==> src/rtl/gh_pkg.sv <==
// Shared types and constants for the grid height interpolator.
package gh_pkg;

    localparam int GH_GRID_ROWS   = 5;
    localparam int GH_GRID_COLS   = 5;
    localparam int GH_ADDR_W      = 8;   // holds row*cols+col for grids up to 16x16
    localparam int GH_IDX_W       = 4;   // holds a row or column index up to 15
    localparam int GH_QUEUE_DEPTH = 4;
    localparam int GH_OUT_DEPTH   = 8;

    localparam int GH_H_W    = 24;
    localparam int GH_POS_W  = 24;
    localparam int GH_INV_W  = 24;
    localparam int GH_FRAC_W = 17;

    localparam logic [GH_INV_W-1:0] GH_INV_PITCH_RST = 24'd83886;

    localparam logic signed [31:0] GH_Z_MAX = 32'sd8388607;
    localparam logic signed [31:0] GH_Z_MIN = -32'sd8388608;

    localparam logic GH_OP_WRITE = 1'b0;
    localparam logic GH_OP_QUERY = 1'b1;

    localparam logic GH_REG_INV_X = 1'b0;
    localparam logic GH_REG_INV_Y = 1'b1;

    // classified item handed from front to back
    typedef struct packed {
        logic                         is_query;
        logic                         oor;
        logic [GH_ADDR_W-1:0]         addr00;   // write address for a write
        logic [GH_ADDR_W-1:0]         addr10;
        logic [GH_ADDR_W-1:0]         addr01;
        logic [GH_ADDR_W-1:0]         addr11;
        logic signed [GH_FRAC_W-1:0]  fx;
        logic signed [GH_FRAC_W-1:0]  fy;
        logic signed [GH_H_W-1:0]     height;
    } gh_cmd_t;

    typedef struct packed {
        logic                      oor;
        logic signed [GH_H_W-1:0]  z;
    } gh_res_t;

endpackage

==> src/rtl/gh_front.sv <==
// Front end: accepts input words, splits cell index and fraction, forms grid addresses.
module gh_front #(
    parameter int GRID_ROWS = gh_pkg::GH_GRID_ROWS,
    parameter int GRID_COLS = gh_pkg::GH_GRID_COLS
) (
    input  logic                              aclk,
    input  logic                              aresetn,
    input  logic [gh_pkg::GH_INV_W-1:0]       inv_pitch_x,
    input  logic [gh_pkg::GH_INV_W-1:0]       inv_pitch_y,
    input  logic                              in_valid,
    output logic                              in_ready,
    input  logic                              in_op,
    input  logic [2:0]                        in_grid_row,
    input  logic [2:0]                        in_grid_col,
    input  logic signed [gh_pkg::GH_H_W-1:0]  in_height,
    input  logic signed [gh_pkg::GH_POS_W-1:0] in_x_pos,
    input  logic signed [gh_pkg::GH_POS_W-1:0] in_y_pos,
    output logic                              cmd_valid,
    input  logic                              cmd_ready,
    output gh_pkg::gh_cmd_t                   cmd
);

    localparam int IW = gh_pkg::GH_IDX_W;
    localparam int AW = gh_pkg::GH_ADDR_W;
    localparam int FW = gh_pkg::GH_FRAC_W;

    typedef struct packed {
        logic [IW-1:0]         idx;
        logic signed [FW-1:0]  frac;
        logic                  oor;
    } split_t;

    // index truncates toward zero; fraction keeps the sign of the product
    function automatic split_t split_coord(input logic signed [47:0] p,
                                           input logic [15:0] last);
        logic [47:0] mag;
        logic [15:0] im;
        logic [15:0] fm;
        split_t      r;
        mag    = p[47] ? 48'(-p) : 48'(p);
        im     = mag[47:32];
        fm     = mag[31:16];
        r.oor  = (im > last) || (p[47] && (im != 16'd0));
        r.idx  = im[IW-1:0];
        r.frac = p[47] ? -$signed({1'b0, fm}) : $signed({1'b0, fm});
        return r;
    endfunction

    logic                               f1_vld_reg;
    logic                               op_reg;
    logic [2:0]                         row_reg;
    logic [2:0]                         col_reg;
    logic signed [gh_pkg::GH_H_W-1:0]   height_reg;
    logic signed [47:0]                 px_reg, px_next;
    logic signed [47:0]                 py_reg, py_next;

    split_t        sx, sy;
    logic [IW-1:0] x2, y2;
    logic          wr_legal;
    logic          keep;
    logic          f_adv;

    // full 48-bit signed product: both operands are signed and extend to the target width
    assign px_next = $signed(in_x_pos) * $signed({1'b0, inv_pitch_x});
    assign py_next = $signed(in_y_pos) * $signed({1'b0, inv_pitch_y});

    always_comb begin
        sx = split_coord(px_reg, 16'(GRID_ROWS-1));
        sy = split_coord(py_reg, 16'(GRID_COLS-1));
        // last row or column reuses the same grid point
        x2 = (sx.idx == IW'(GRID_ROWS-1)) ? sx.idx : sx.idx + 1'b1;
        y2 = (sy.idx == IW'(GRID_COLS-1)) ? sy.idx : sy.idx + 1'b1;
        wr_legal = ({2'b00, row_reg} < 5'(GRID_ROWS)) && ({2'b00, col_reg} < 5'(GRID_COLS));

        cmd = '0;
        if (op_reg == gh_pkg::GH_OP_QUERY) begin
            cmd.is_query = 1'b1;
            cmd.oor      = sx.oor || sy.oor;
            cmd.addr00   = AW'(sx.idx) * AW'(GRID_COLS) + AW'(sy.idx);
            cmd.addr10   = AW'(x2) * AW'(GRID_COLS) + AW'(sy.idx);
            cmd.addr01   = AW'(sx.idx) * AW'(GRID_COLS) + AW'(y2);
            cmd.addr11   = AW'(x2) * AW'(GRID_COLS) + AW'(y2);
            cmd.fx       = sx.frac;
            cmd.fy       = sy.frac;
        end else begin
            cmd.is_query = 1'b0;
            cmd.addr00   = AW'(row_reg) * AW'(GRID_COLS) + AW'(col_reg);
            cmd.height   = height_reg;
        end
    end

    // writes outside the grid are dropped here
    assign keep      = (op_reg == gh_pkg::GH_OP_QUERY) || wr_legal;
    assign cmd_valid = f1_vld_reg && keep;
    assign f_adv     = !f1_vld_reg || !keep || cmd_ready;
    assign in_ready  = f_adv;

    always_ff @(posedge aclk) begin
        if (!aresetn) begin
            f1_vld_reg <= 1'b0;
        end else if (f_adv) begin
            f1_vld_reg <= in_valid;
        end
    end

    always_ff @(posedge aclk) begin
        if (f_adv && in_valid) begin
            op_reg     <= in_op;
            row_reg    <= in_grid_row;
            col_reg    <= in_grid_col;
            height_reg <= in_height;
            px_reg     <= px_next;
            py_reg     <= py_next;
        end
    end

endmodule

==> config.mk <==
export PLATFORM = sky130hd
export DESIGN_NAME = gh_front
export DESIGN_NICKNAME = d
export VERILOG_FILES = /design/src/rtl/gh_pkg.sv /design/src/rtl/gh_front.sv
export SDC_FILE = /design/constraint.sdc
export NUM_CORES = 2
export LEC_CHECK = 0
export BUFFER_PORTS_ARGS = -buffer_cell sky130_fd_sc_hd__clkbuf_2
export CAP_MARGIN = 5
export CORE_UTILIZATION = 24
export CTS_BUF_LIST = sky130_fd_sc_hd__clkbuf_4
export DETAILED_ROUTE_END_ITERATION = 16
export PLACE_DENSITY = 0.44
export SLEW_MARGIN = 15
export SYNTH_ARGS = -nofsm -noshare
export SYNTH_HDL_FRONTEND = slang
export SYNTH_SLANG_ARGS = --single-unit
export TNS_END_PERCENT = 100
==> constraint.sdc <==
create_clock -name aclk -period 9.95 [get_ports aclk]
set_input_delay 1.99 -clock aclk [delete_from_list [all_inputs] [get_ports aclk]]
set_output_delay 1.99 -clock aclk [all_outputs]
set_load 0.02 [all_outputs]
==> results.yml <==
drt:
  routed_wl_microns: 139000
  drtAntennaViolNets: 0
  avgRoutedWirePerCell_microns: 18.1
  drtIter0Drc: 1521
  vias_per_cell: 4.30
  via_count: 33000
  first_pass_iters: 5
  drc_errors: 0
placed_design:
  gp_congestion: 0.845
  post-place-ws_ps: 414
  portBuffers: 224
  dp_hpwl_microns: 118000
  dp_cells: 7631
global_routing:
  antenna_found_initial: 10
  overflow: 0
  grt_pass1_wl_microns: 216000
  track_usage: 0.146
  grt_max_degree: 59
  grt_pass1_vias: 35800
sta:
  hold_viol_final: 0
  slew_headroom: 0.447
  rsz0062_at_grt: "no"
  setup_viol: 0
  clock.fmax_mhz: 113
  period_share: 0.893
  fin_tns_setup_ps: 0
  setup_slack_ps: 1060
  drv_slew: 0
  tightest_slew_ps: 828
  finClkSkew_ps: 52.4
  fin_crit_ps: 8890
floorplan:
  num_rows: 160
  initial_core_util: 0.242
  io_pins: 225
  die_h_microns: 440
  die_area_sq_um: 193000
  die_x_microns: 440
  fp.coreArea_sq_um: 190000
synthesis:
  yosysWarnings: 0
  synth-seq-area-share: 0.0834
  avgSynthCellArea_sq_um: 9.17
  yosysUniqueCellTypes: 91
  synthFlopType: "edfxtp_1"
  synth_cells: 5013
  ys_ff_latch: 128
  synth_area_sq_um: 46000
  syn-num-nets: 6546
  synth_edf_count: 127
  synth_async_sr_flop_share: 0
setup_path:
  path_cells: "clkbuf_2 > nand2_1 > fa_1 > fa_1 > fa_1 > fa_1 > inv_1 > fa_1 > fa_1 > inv_1 > fa_1 > inv_1 > ha_1 > a21o_1 > a211oi_1 > a2111oi_0 > o31a_1 > o21ai_1 > o31ai_1 > a221o_1 > a21oi_1 > nor3_1 > a311oi_1"
  crit_fanout: 24
  required_ps: 10360
  timing_worst_setup_path_type: "primary input to flop"
  worst_path_max_delay_cell: "clkbuf_2"
  crit_top_cell: "fa_1"
  critPathArrivalTime_ps: 9290
  cp-end-kind: "flop"
  crit_path_max_incr_delay_ps: 590
  critPathLaunchType: "primary input"
finish:
  drive_above_1_share: 0.0769
  layout_common_cells: "inv_1 (1112), fa_1 (971), nand2_1 (635)"
  layout.nets: 6672
  area_growth_pct: 9.94
  mostFrequentLayoutCell: "inv_1"
  finalNonFillerCells: 7666
  fillers: 20600
cts:
  insertion_delay_ps: 690
  clkSlewWorstSetupHoldPaths_ps: 140
  max-clock-path-buffers: 2
  cts_sinks: 128
  postCtsHoldBufs: 0
  htreeDepth: 4
  cts_resized: 0
  cts_tree: "done"
  cts_buffers: 17
  cts-root-buf: "clkbuf_4"
  post_cts.repair.setup_buffers: 0
outcome:
  status: "completed"
worst_hold_path:
  hold_class: "flop to flop"
run:
  max-cap-violations: 0
[worst max-delay path, delay by kind of cell]
kind            cells  cell delay [ps]
compound gates      9             2200
fa+ha+maj           8             3950
buf+inv             4              760
simple gates        2              350
[final timing paths]
check | start | end | slack, ps | cells after the start
setup / recovery | in_y_pos[4] | py_reg[47]$_DFFE_PP_ | 1060 | 23
hold / removal | f1_vld_reg$_SDFFE_PN0N_ | f1_vld_reg$_SDFFE_PN0N_ | 850 | 3
hold reg to reg | f1_vld_reg$_SDFFE_PN0N_ | f1_vld_reg$_SDFFE_PN0N_ | 850 | 3
setup reg to reg | op_reg$_DFFE_PP_ | px_reg[26]$_DFFE_PP_ | 6230 | 7
[area by class of cell]
cell class                 instances  area (sq um)  area share
clock inverter                    14           156     0.00309
antenna                            4          10.0    0.000198
clock buffer                      17           128     0.00252
multi-input combinational       3541         37100       0.734
sequential                       128          3830      0.0758
tap                             2511          3140      0.0621
inverter                        1114          4180      0.0827
timing repair buffer             337          2010      0.0397
[cell usage after synthesis (8+ instances only)]
cell,n,area [sq um]
a211oi_1,13,97.6
xor2_1,56,490
a21o_1,71,533
or3_1,12,75.1
a21oi_1,98,490
clkbuf_1,221,830
a31oi_1,12,75.1
and2_1,596,3730
nor3_1,29,145
nand3_1,42,210
o211ai_1,8,60.1
nand2_1,635,2380
nor4_1,18,113
nor2b_1,68,425
o21ai_0,43,215
nand2b_1,43,269
nor2_1,78,293
xnor2_1,102,893
o21ai_1,15,75.1
edfxtp_1,127,3810
and3_1,16,100
and4_1,9,78.8
mux2i_1,12,120
o21bai_1,20,150
inv_1,1112,4170
fa_1,971,19400
o21a_1,10,75.1
ha_1,431,5390
nand4_1,18,113
o31ai_1,10,75.1
[metrics by stage]
step           instance area (sq um)   util  hold WS (ps)
2_1_floorplan                  46000      -           830
3_3_place_gp                   50300  0.264           832
3_5_place_dp                   50300  0.264           841
4_1_cts                        50600  0.266           861
5_1_grt                        50600  0.266           897
6_report                       50600  0.266           848
[routing by layer]
layer	global-route usage	wire length [microns]	up-vias	part of all wire
li1	-	-	15300	-
met1	0.195	63000	17000	0.45
met2	0.258	69400	545	0.50
met3	0.0115	4050	90	0.029
met4	0.0271	2340	2	0.017
met5	0	11	-	0.000079
[cells by family after synthesis]
kind of cell               Yosys count  share of synthesized area
muxes                               17                    0.00384
and+or+nand+nor                   1598                      0.179
xor gates and xnor gates           160                     0.0308
adders and majority gates         1402                      0.540
AOI/OAI and AO/OA                  364                     0.0528
buffers and inverters             1344                      0.110
DFF                                128                     0.0834
Power is not shown: default switching activity piles up to over one toggle a cycle in this logic, so the estimate is an artifact.
