File: config.mk
export PLATFORM = sky130hd
export DESIGN_NAME = gh_fifo
export DESIGN_NICKNAME = d
export VERILOG_FILES = /design/src/rtl/gh_fifo.sv
export SDC_FILE = /design/constraint.sdc
export NUM_CORES = 1
export LEC_CHECK = 0
export BUFFER_PORTS_ARGS = -buffer_cell sky130_fd_sc_hd__clkbuf_2
export CORE_AREA = 3 3 40 42
export CTS_CLUSTER_SIZE = 40
export DETAILED_ROUTE_END_ITERATION = 10
export DIE_AREA = 0 0 43 45
export GPL_TIMING_DRIVEN = 0
export PLACE_DENSITY = 0.69
export REMOVE_ABC_BUFFERS = 1
export SLEW_MARGIN = 5
export SYNTH_ARGS = -nofsm -noshare
export SYNTH_HDL_FRONTEND = slang
export SYNTH_SLANG_ARGS = --single-unit
File: constraint.sdc
create_clock -name aclk -period 3.25 [get_ports aclk]
set_clock_uncertainty 0.15 [all_clocks]
set_input_delay 0.4875 -clock aclk [delete_from_list [all_inputs] [get_ports aclk]]
set_output_delay 0.4875 -clock aclk [all_outputs]
set_load 0.01 [all_outputs]
File: src/rtl/gh_fifo.sv
// Small synchronous FIFO with valid/ready on both sides and a fill count.
module gh_fifo #(
    parameter type ITEM_T = logic,
    parameter int  DEPTH  = 4
) (
    input  logic                       aclk,
    input  logic                       aresetn,
    input  logic                       in_valid,
    output logic                       in_ready,
    input  ITEM_T                      in_data,
    output logic                       out_valid,
    input  logic                       out_ready,
    output ITEM_T                      out_data,
    output logic [$clog2(DEPTH+1)-1:0] count
);

    localparam int PW = (DEPTH > 1) ? $clog2(DEPTH) : 1;
    localparam int CW = $clog2(DEPTH+1);

    ITEM_T         mem_reg [DEPTH];
    logic [PW-1:0] wr_ptr_reg, wr_ptr_next;
    logic [PW-1:0] rd_ptr_reg, rd_ptr_next;
    logic [CW-1:0] count_reg, count_next;
    logic          push, pop;

    assign in_ready  = (count_reg != CW'(DEPTH));
    assign out_valid = (count_reg != '0);
    assign out_data  = mem_reg[rd_ptr_reg];
    assign count     = count_reg;
    assign push      = in_valid && in_ready;
    assign pop       = out_valid && out_ready;

    always_comb begin
        wr_ptr_next = wr_ptr_reg;
        rd_ptr_next = rd_ptr_reg;
        if (push) begin
            wr_ptr_next = (wr_ptr_reg == PW'(DEPTH-1)) ? '0 : wr_ptr_reg + 1'b1;
        end
        if (pop) begin
            rd_ptr_next = (rd_ptr_reg == PW'(DEPTH-1)) ? '0 : rd_ptr_reg + 1'b1;
        end
        count_next = count_reg + CW'(push) - CW'(pop);
    end

    always_ff @(posedge aclk) begin
        if (!aresetn) begin
            wr_ptr_reg <= '0;
            rd_ptr_reg <= '0;
            count_reg  <= '0;
        end else begin
            wr_ptr_reg <= wr_ptr_next;
            rd_ptr_reg <= rd_ptr_next;
            count_reg  <= count_next;
        end
    end

    always_ff @(posedge aclk) begin
        if (push) begin
            mem_reg[wr_ptr_reg] <= in_data;
        end
    end

endmodule

==> results.tsv, run 1 <==
stage	metric	value	unit
clock_tree	Longest Clk Path Bufs	2	
placed_design	RePlAce Congestion	0.7075	
clock_tree	Sink Count	13	
final_layout	final net count	83	
setup_path	reg2reg start	count[1]	
clock_tree	CTS tree	done	
hold_path	worst hold endpoint	mem_reg[3]	
timing	final hold slack	287.7	ps
clock_tree	# H-tree levels	1	
setup_path	Critical Path AT	2640	ps
setup_path	R2R Path End	count[2]	
logic_synthesis	Mapped Cells	57	
setup_path	Setup CP Type	flop to flop	
final_layout	layout cells sized above 1	26.09	%
floorplanning	Core Area	0.001285	sq mm
floorplanning	die height	45	um
hold_path	worst hold start	in_data	
setup_path	Worst Path Required	3270	ps
logic_synthesis	Netlist Area Pre-Place	631.9	sq um
floorplanning	floorplan row count	13	
grt	GRT overflow	0	
placed_design	DP HPWL	651.5	um
clock_tree	Worst-Skew Late Latency	270	ps
clock_tree	hold_buf cts	0	
final_layout	fin area	711.9	sq um
clock_tree	Post-CTS Setup Inserts	0	
logic_synthesis	unique cell type count in the Yosys netlist	24	
grt	first-pass GRT wire length	1393	um
grt	gr usage total	10.41	%
setup_path	Critical Path Source Type	flop	
logic_synthesis	top cells by area, synth	dfxtp_1, edfxtp_1, ha_1, inv_1, mux4_2	
clock_tree	TritonCTS Buffers	3	
logic_synthesis	YS warnings	0	
power_and_ir_drop	Pleak	0.3307	nW
floorplanning	initial core utilization	49.17	%
timing	slew margin rel.	62.13	%
clock_tree	clk slew on worst S/H paths	80	ps
timing	fin. max-slew vios	0	
timing	RSZ-0062 raised after global routing	false	
logic_synthesis	Mean Syn Cell Area	11.09	sq um
final_layout	Fillers	107	
timing	fin crit share	80.52	%
logic_synthesis	post-synth top area share	28.51	%
grt	largest net degree at the start of global routing	12	
run	MaxCap Viol Count	0	
logic_synthesis	number of synthesized flops with an enable pin	4	
route	total wire length	837	um
timing	Fin. Hold Viols	0	
timing	Fin Setup TNS	0	ps
final_layout	multi-input logic area	294.0	sq um
timing	Setup violations, final	0	
status	status	finished, final reports clean	
logic_synthesis	sequential cell area fraction in the yosys report	47.52	%
timing	Final min period	2617	ps
final_layout	Sequential cell area	300.3	sq um
route	DR iter-0 viols	6	
logic_synthesis	synth cell count leaders	dfxtp_1, ha_1, inv_1	
placed_design	port bufs	10	
grt	vias in the first global route	346	
logic_synthesis	Synth async-reset ratio	0	%
power_and_ir_drop	PwrDens	724.8	mW/mm^2
timing	Worst-Margin Slew	563.3	ps
hold_path	Worst Hold Class	primary input to flop	
route	drt pass-1 iters	4	
power_and_ir_drop	Peak VDD IR	0.3528	mV
setup_path	R2R cell count	11	
logic_synthesis	cell taking the most area after synthesis	dfxtp_1	
hold_path	Hold Path Depth	1	
logic_synthesis	cell with the most instances after synthesis	dfxtp_1	
floorplanning	IO Pins	11	
setup_path	Worst setup EP type	flop	
final_layout	Area growth syn-to-layout	12.67	%
final_layout	diode count	0	
route	DR DRC count	0	
route	Vias/cell	4.869	
route	DR vias	409	
clock_tree	clk root buf	clkbuf_4	
clock_tree	post-CTS sizing	0	
grt	initial antenna violation count	0	
logic_synthesis	Synth Flop Type	dfxtp_1	
logic_synthesis	FF+latch count, synth	13	
timing	Peak Freq	0.3821	GHz
floorplanning	die area	0.001935	sq mm
placed_design	Cell Area, Placed	685.7	sq um
floorplanning	Die X	43	um
route	Final ANT Viol Nets	0	
setup_path	CP Max Fanout	7	
setup_path	R2R setup slack	630	ps
route	drt wl/cell	9.964	um
-- layout make-up --
cell class                      instances  area share (%)
Sequential cell                        13           42.18
Multi-Input combinational cell         36           41.30
Timing Repair Buffer                   10           7.030
Clock buffer                            4           3.691
Inverter                                6           3.163
Tap cell                               15           2.636
-- cell families (layout without fill, tap and decap cells) --
family	count (synthesis)	after routing	synth area share, %
AO/OA/AOI/OAI	4	4	3.564
XOR/XNOR	2	2	2.773
multiplexers	2	2	5.148
adder cells (fa/ha/maj)	8	8	17.03
buffers and inverters	8	20	5.940
AND/OR/NAND/NOR	20	20	18.02
flip-flops	13	13	47.53
-- where the power goes --
part	internal [mW]	switching [mW]
Sequential	0.205	0.0308
Clock	0.0475	0.0502
Combinational	0.0940	0.0882
Total	0.347	0.169
-- per-layer routing --
metal,wire length (um),GRT usage [%],vias up
met5,0,0,-
met4,12,9.036,0
met3,42,4.781,2
met2,397,13.77,5
met1,385,12.63,188
li1,-,-,214
-- metrics by stage --
| step | cells | setup slack (ps) | util (%) | power (mW) |
|---|---|---|---|---|
| floorplan | 55 | 656.0 | - | 0.3695 |
| global placement | 80 | 657.9 | 53.36 | 0.4220 |
| detailed placement | 80 | 660.8 | 53.36 | 0.4240 |
| CTS | 84 | 633.3 | 55.40 | 0.5255 |
| global route | 84 | 486.3 | 55.40 | 0.5595 |
| finish | 84 | 633.1 | 55.40 | 0.5160 |
-- layout by cell type, fill, tap and decap left out, drive strengths merged, types with 2 or more instances in the layout --
| master | instances |
|---|---|
| and3 | 4 |
| inv | 6 |
| xnor2 | 2 |
| and2 | 3 |
| dfxtp | 9 |
| nand3 | 2 |
| o21ai | 3 |
| nor2 | 2 |
| edfxtp | 4 |
| nand2 | 5 |
| ha | 7 |
| clkbuf | 14 |
-- how the worst max path moves through the flow --
stage / endpoint / from
global route: count[2] / count[1]
CTS: count[2] / count[1]
floorplan: count[2] / count[2]
finish: count[2] / count[1]
global placement: count[2] / count[1]
detailed placement: count[2] / count[1]
-- worst max-delay path: stages, from the launching register on --
cell	delay [ps]
dfxtp_1	380
or3b_1	490
and2_4	210
inv_1	50
ha_1	220
inv_1	50
ha_1	120
inv_1	50
fa_1	370
xnor2_1	150
xnor2_1	130
and2_1	150
(Power assumes the default switching activity.)
==> run 2: changes to the inputs <==
ABC_AREA = 1   (was not set)
CORE_AREA = not set   (was 3 3 40 42)
CORE_MARGIN = 3   (was not set)
CORE_UTILIZATION = 47   (was not set)
DIE_AREA = not set   (was 0 0 43 45)
PLACE_DENSITY = 0.71   (was 0.69)
clock period = 2.4 ns   (was 3.25 ns; I/O delays follow)
==> results.tsv, run 2 <==
stage	metric	value	unit	change
status	status	finished, final reports clean		
route	total wire length	919	um	+9.8%
timing	Fin Setup TNS	0	ps	unchanged
setup_path	Setup CP Type	flop to flop		
setup_path	Worst Path Required	2420	ps	-850 ps
setup_path	Critical Path Source Type	flop		
setup_path	R2R Path End	count[2]		
route	DR DRC count	0		unchanged
final_layout	Post-Route Utilization	58.31	%	+2.9 points
grt	largest net degree at the start of global routing	8		-4
floorplanning	Die X	43.85	um	+2.0%
setup_path	reg2reg start	count[1]		
timing	slew margin rel.	83.10	%	+21 points
timing	Peak Freq	0.4857	GHz	+27%
placed_design	RePlAce Congestion	0.6986		-1.3%
final_layout	final net count	107		+29%
clock_tree	hold_buf cts	0		unchanged
power_and_ir_drop	Pleak	0.3860	nW	+17%
route	DR iter-0 viols	7		+1
final_layout	Fillers	119		+11%
grt	Most Used Layer, Global Route	met2		
clock_tree	Post-CTS Setup Inserts	0		unchanged
final_layout	Final Non-Filler Cells	108		+29%
final_layout	Sequential cell area	300.3	sq um	unchanged
setup_path	cell breakdown of the critical path	nor2_4, nand2_4, nand2_2, ha_1, inv_1, ha_1, inv_1, fa_1, o21ai_1, nor2_1		
timing	fin. max-slew vios	0		unchanged
route	drt wl/cell	8.509	um	-15%
timing	Worst-Margin Slew	253.2	ps	-310.1 ps
floorplanning	die area	0.001922	sq mm	-0.65%
grt	vias in the first global route	429		+24%
hold_path	Hold Path Depth	1		unchanged
logic_synthesis	Synth Flop Type	dfxtp_1		
setup_path	Critical Path AT	2070	ps	-570 ps
power_and_ir_drop	PwrDens	1124	mW/mm^2	+55%
hold_path	worst hold endpoint	mem_reg[2]		
floorplanning	Core Area	0.001318	sq mm	+2.5%
placed_design	Cell Count Post-Placement	104		+30%
hold_path	worst hold start	in_data		
clock_tree	# H-tree levels	1		unchanged
setup_path	CP Max Fanout	6		-1
grt	met1 usage	14.43	%	+1.8 points
route	Vias/cell	4.611		-5.3%
timing	Setup violations, final	0		unchanged
setup_path	Bufs and invs on worst path	2		-1
clock_tree	Longest Clk Path Bufs	2		unchanged
floorplanning	floorplan row count	13		unchanged
timing	Fin. Hold Viols	0		unchanged
logic_synthesis	Mean Syn Cell Area	8.521	sq um	-23%
setup_path	Worst setup EP type	flop		
logic_synthesis	Synth async-reset ratio	0	%	unchanged
logic_synthesis	number of synthesized flops with an enable pin	4		unchanged
grt	met2 Resource Use GR	18.60	%	+4.8 points
logic_synthesis	post-synth top area share	26.77	%	-1.7 points
clock_tree	Sink Count	13		unchanged
final_layout	layout cells sized above 1	19.35	%	-6.7 points
grt	GR Layer Usage met3	3.734	%	-1.0 points
placed_design	DP HPWL	715.1	um	+9.8%
clock_tree	clk slew on worst S/H paths	80	ps	about the same
clock_tree	clk root buf	clkbuf_4		
timing	fin crit share	85.78	%	+5.3 points
logic_synthesis	Netlist Area Pre-Place	673.1	sq um	+6.5%
final_layout	Area growth syn-to-layout	14.13	%	
grt	initial antenna violation count	0		unchanged
run	MaxCap Viol Count	0		unchanged
route	drt pass-1 iters	3		-1
setup_path	CP startpoint	count[1]		
clock_tree	post-CTS sizing	0		unchanged
power_and_ir_drop	Power Total	0.8634	mW	+67%
placed_design	port bufs	10		unchanged
floorplanning	IO Pins	11		unchanged
final_layout	most frequent cells in the layout	inv_1, nor2_1, nand2_1, clkbuf_2, dfxtp_1		
hold_path	Worst Hold Class	primary input to flop		
grt	first-pass GRT wire length	1676	um	+20%
clock_tree	Worst-Skew Late Latency	270	ps	about the same
logic_synthesis	FF+latch count, synth	13		unchanged
timing	Final min period	2059	ps	-558.2 ps
clock_tree	CTS tree	done		
setup_path	slowest CP cell	dfxtp_1		
logic_synthesis	cell taking the most area after synthesis	dfxtp_1		
setup_path	Top Family by Delay on Critical Path	adder cells		
logic_synthesis	YS warnings	0		unchanged
logic_synthesis	synth cell count leaders	inv_1, nor2_1, nand2_1		
final_layout	multi-input logic area	309.0	sq um	+5.1%
final_layout	commonest non-fill, non-tap cell in the layout	inv_1		
power_and_ir_drop	Peak VDD IR	0.8447	mV	+140%
final_layout	diode count	0		unchanged
grt	GRT overflow	0		unchanged
floorplanning	initial core utilization	51.09	%	+1.9 points
logic_synthesis	sequential cell area fraction in the yosys report	44.61	%	-2.9 points
floorplanning	die height	43.85	um	-2.6%
route	Final ANT Viol Nets	0		unchanged
clock_tree	TritonCTS Buffers	3		unchanged
timing	RSZ-0062 raised after global routing	false		
setup_path	R2R setup slack	340	ps	-290 ps
logic_synthesis	unique cell type count in the Yosys netlist	16		-33%
setup_path	CP max stage delay	470	ps	-20 ps
grt	gr usage total	11.75	%	+1.3 points
route	DR vias	498		+22%
setup_path	R2R cell count	10		-1
logic_synthesis	top cells by area, synth	dfxtp_1, edfxtp_1, ha_1, inv_1, nor2_1		
logic_synthesis	Mapped Cells	79		+39%
logic_synthesis	cell with the most instances after synthesis	inv_1		
==> run 2: logic make-up (layout without fill, tap and decap cells) <==
logic type | Yosys count | count (layout) | share of synthesized area [%]
AND/OR/NAND/NOR | 31 | 31 | 21.75
AO/OA/AOI/OAI | 10 | 10 | 8.177
adder cells (fa/ha/maj) | 8 | 8 | 15.98
flip-flops | 13 | 13 | 44.61
buffers and inverters | 17 | 31 | 9.479
==> run 2: worst register-to-register path, delay by kind of cell, from the launching register on <==
kind | cells | cell delay [ps]
adder cells (fa/ha/maj) | 3 | 790
flip-flops | 1 | 470
AND/OR/NAND/NOR | 4 | 310
AO/OA/AOI/OAI | 1 | 140
buffers and inverters | 2 | 100
==> run 2: per-layer routing <==
layer / vias up / part of all wire, %
met1: 215 / 48
li1: 271 / -
met5: - / 0
met4: 0 / 1.5
met3: 2 / 4.4
met2: 10 / 46
==> run 2: layout make-up <==
| type | instances | share of cell area [%] |
|---|---|---|
| tap | 15 | 2.443 |
| timing repair buffer | 10 | 6.515 |
| multi-input combinational | 49 | 40.23 |
| sequential | 13 | 39.09 |
| inverter | 17 | 8.306 |
| clock buffer | 4 | 3.420 |
==> run 2: worst max path at each step <==
stage	end	slack, ps	cells past startpoint
after floorplan	count[2]	360	10
after global placement	count[2]	340	10
after detailed placement	count[2]	340	10
after CTS	count[2]	310	10
after global routing	count[2]	180	10
final	count[2]	340	10
==> run 2: where the power goes <==
| part | switching [mW] | internal [mW] | leakage (nW) |
|---|---|---|---|
| registers | 0.0589 | 0.289 | 0.111 |
| clock network | 0.0673 | 0.0642 | 0.0150 |
| logic | 0.223 | 0.161 | 0.260 |
| total | 0.349 | 0.514 | 0.386 |
==> run 2: per-stage QoR <==
| stage | hold slack [ps] | cell area, sq um | worst slack [ps] |
|---|---|---|---|
| final | 157.4 | 768.2 | 341.3 |
| after detailed placement | 372.4 | 742.0 | 342.0 |
| after global routing | 147.3 | 768.2 | 184.8 |
| after CTS | 152.7 | 768.2 | 311.2 |
| after floorplan | 307.6 | 673.1 | 360.4 |
| after global placement | 365.0 | 742.0 | 344.5 |
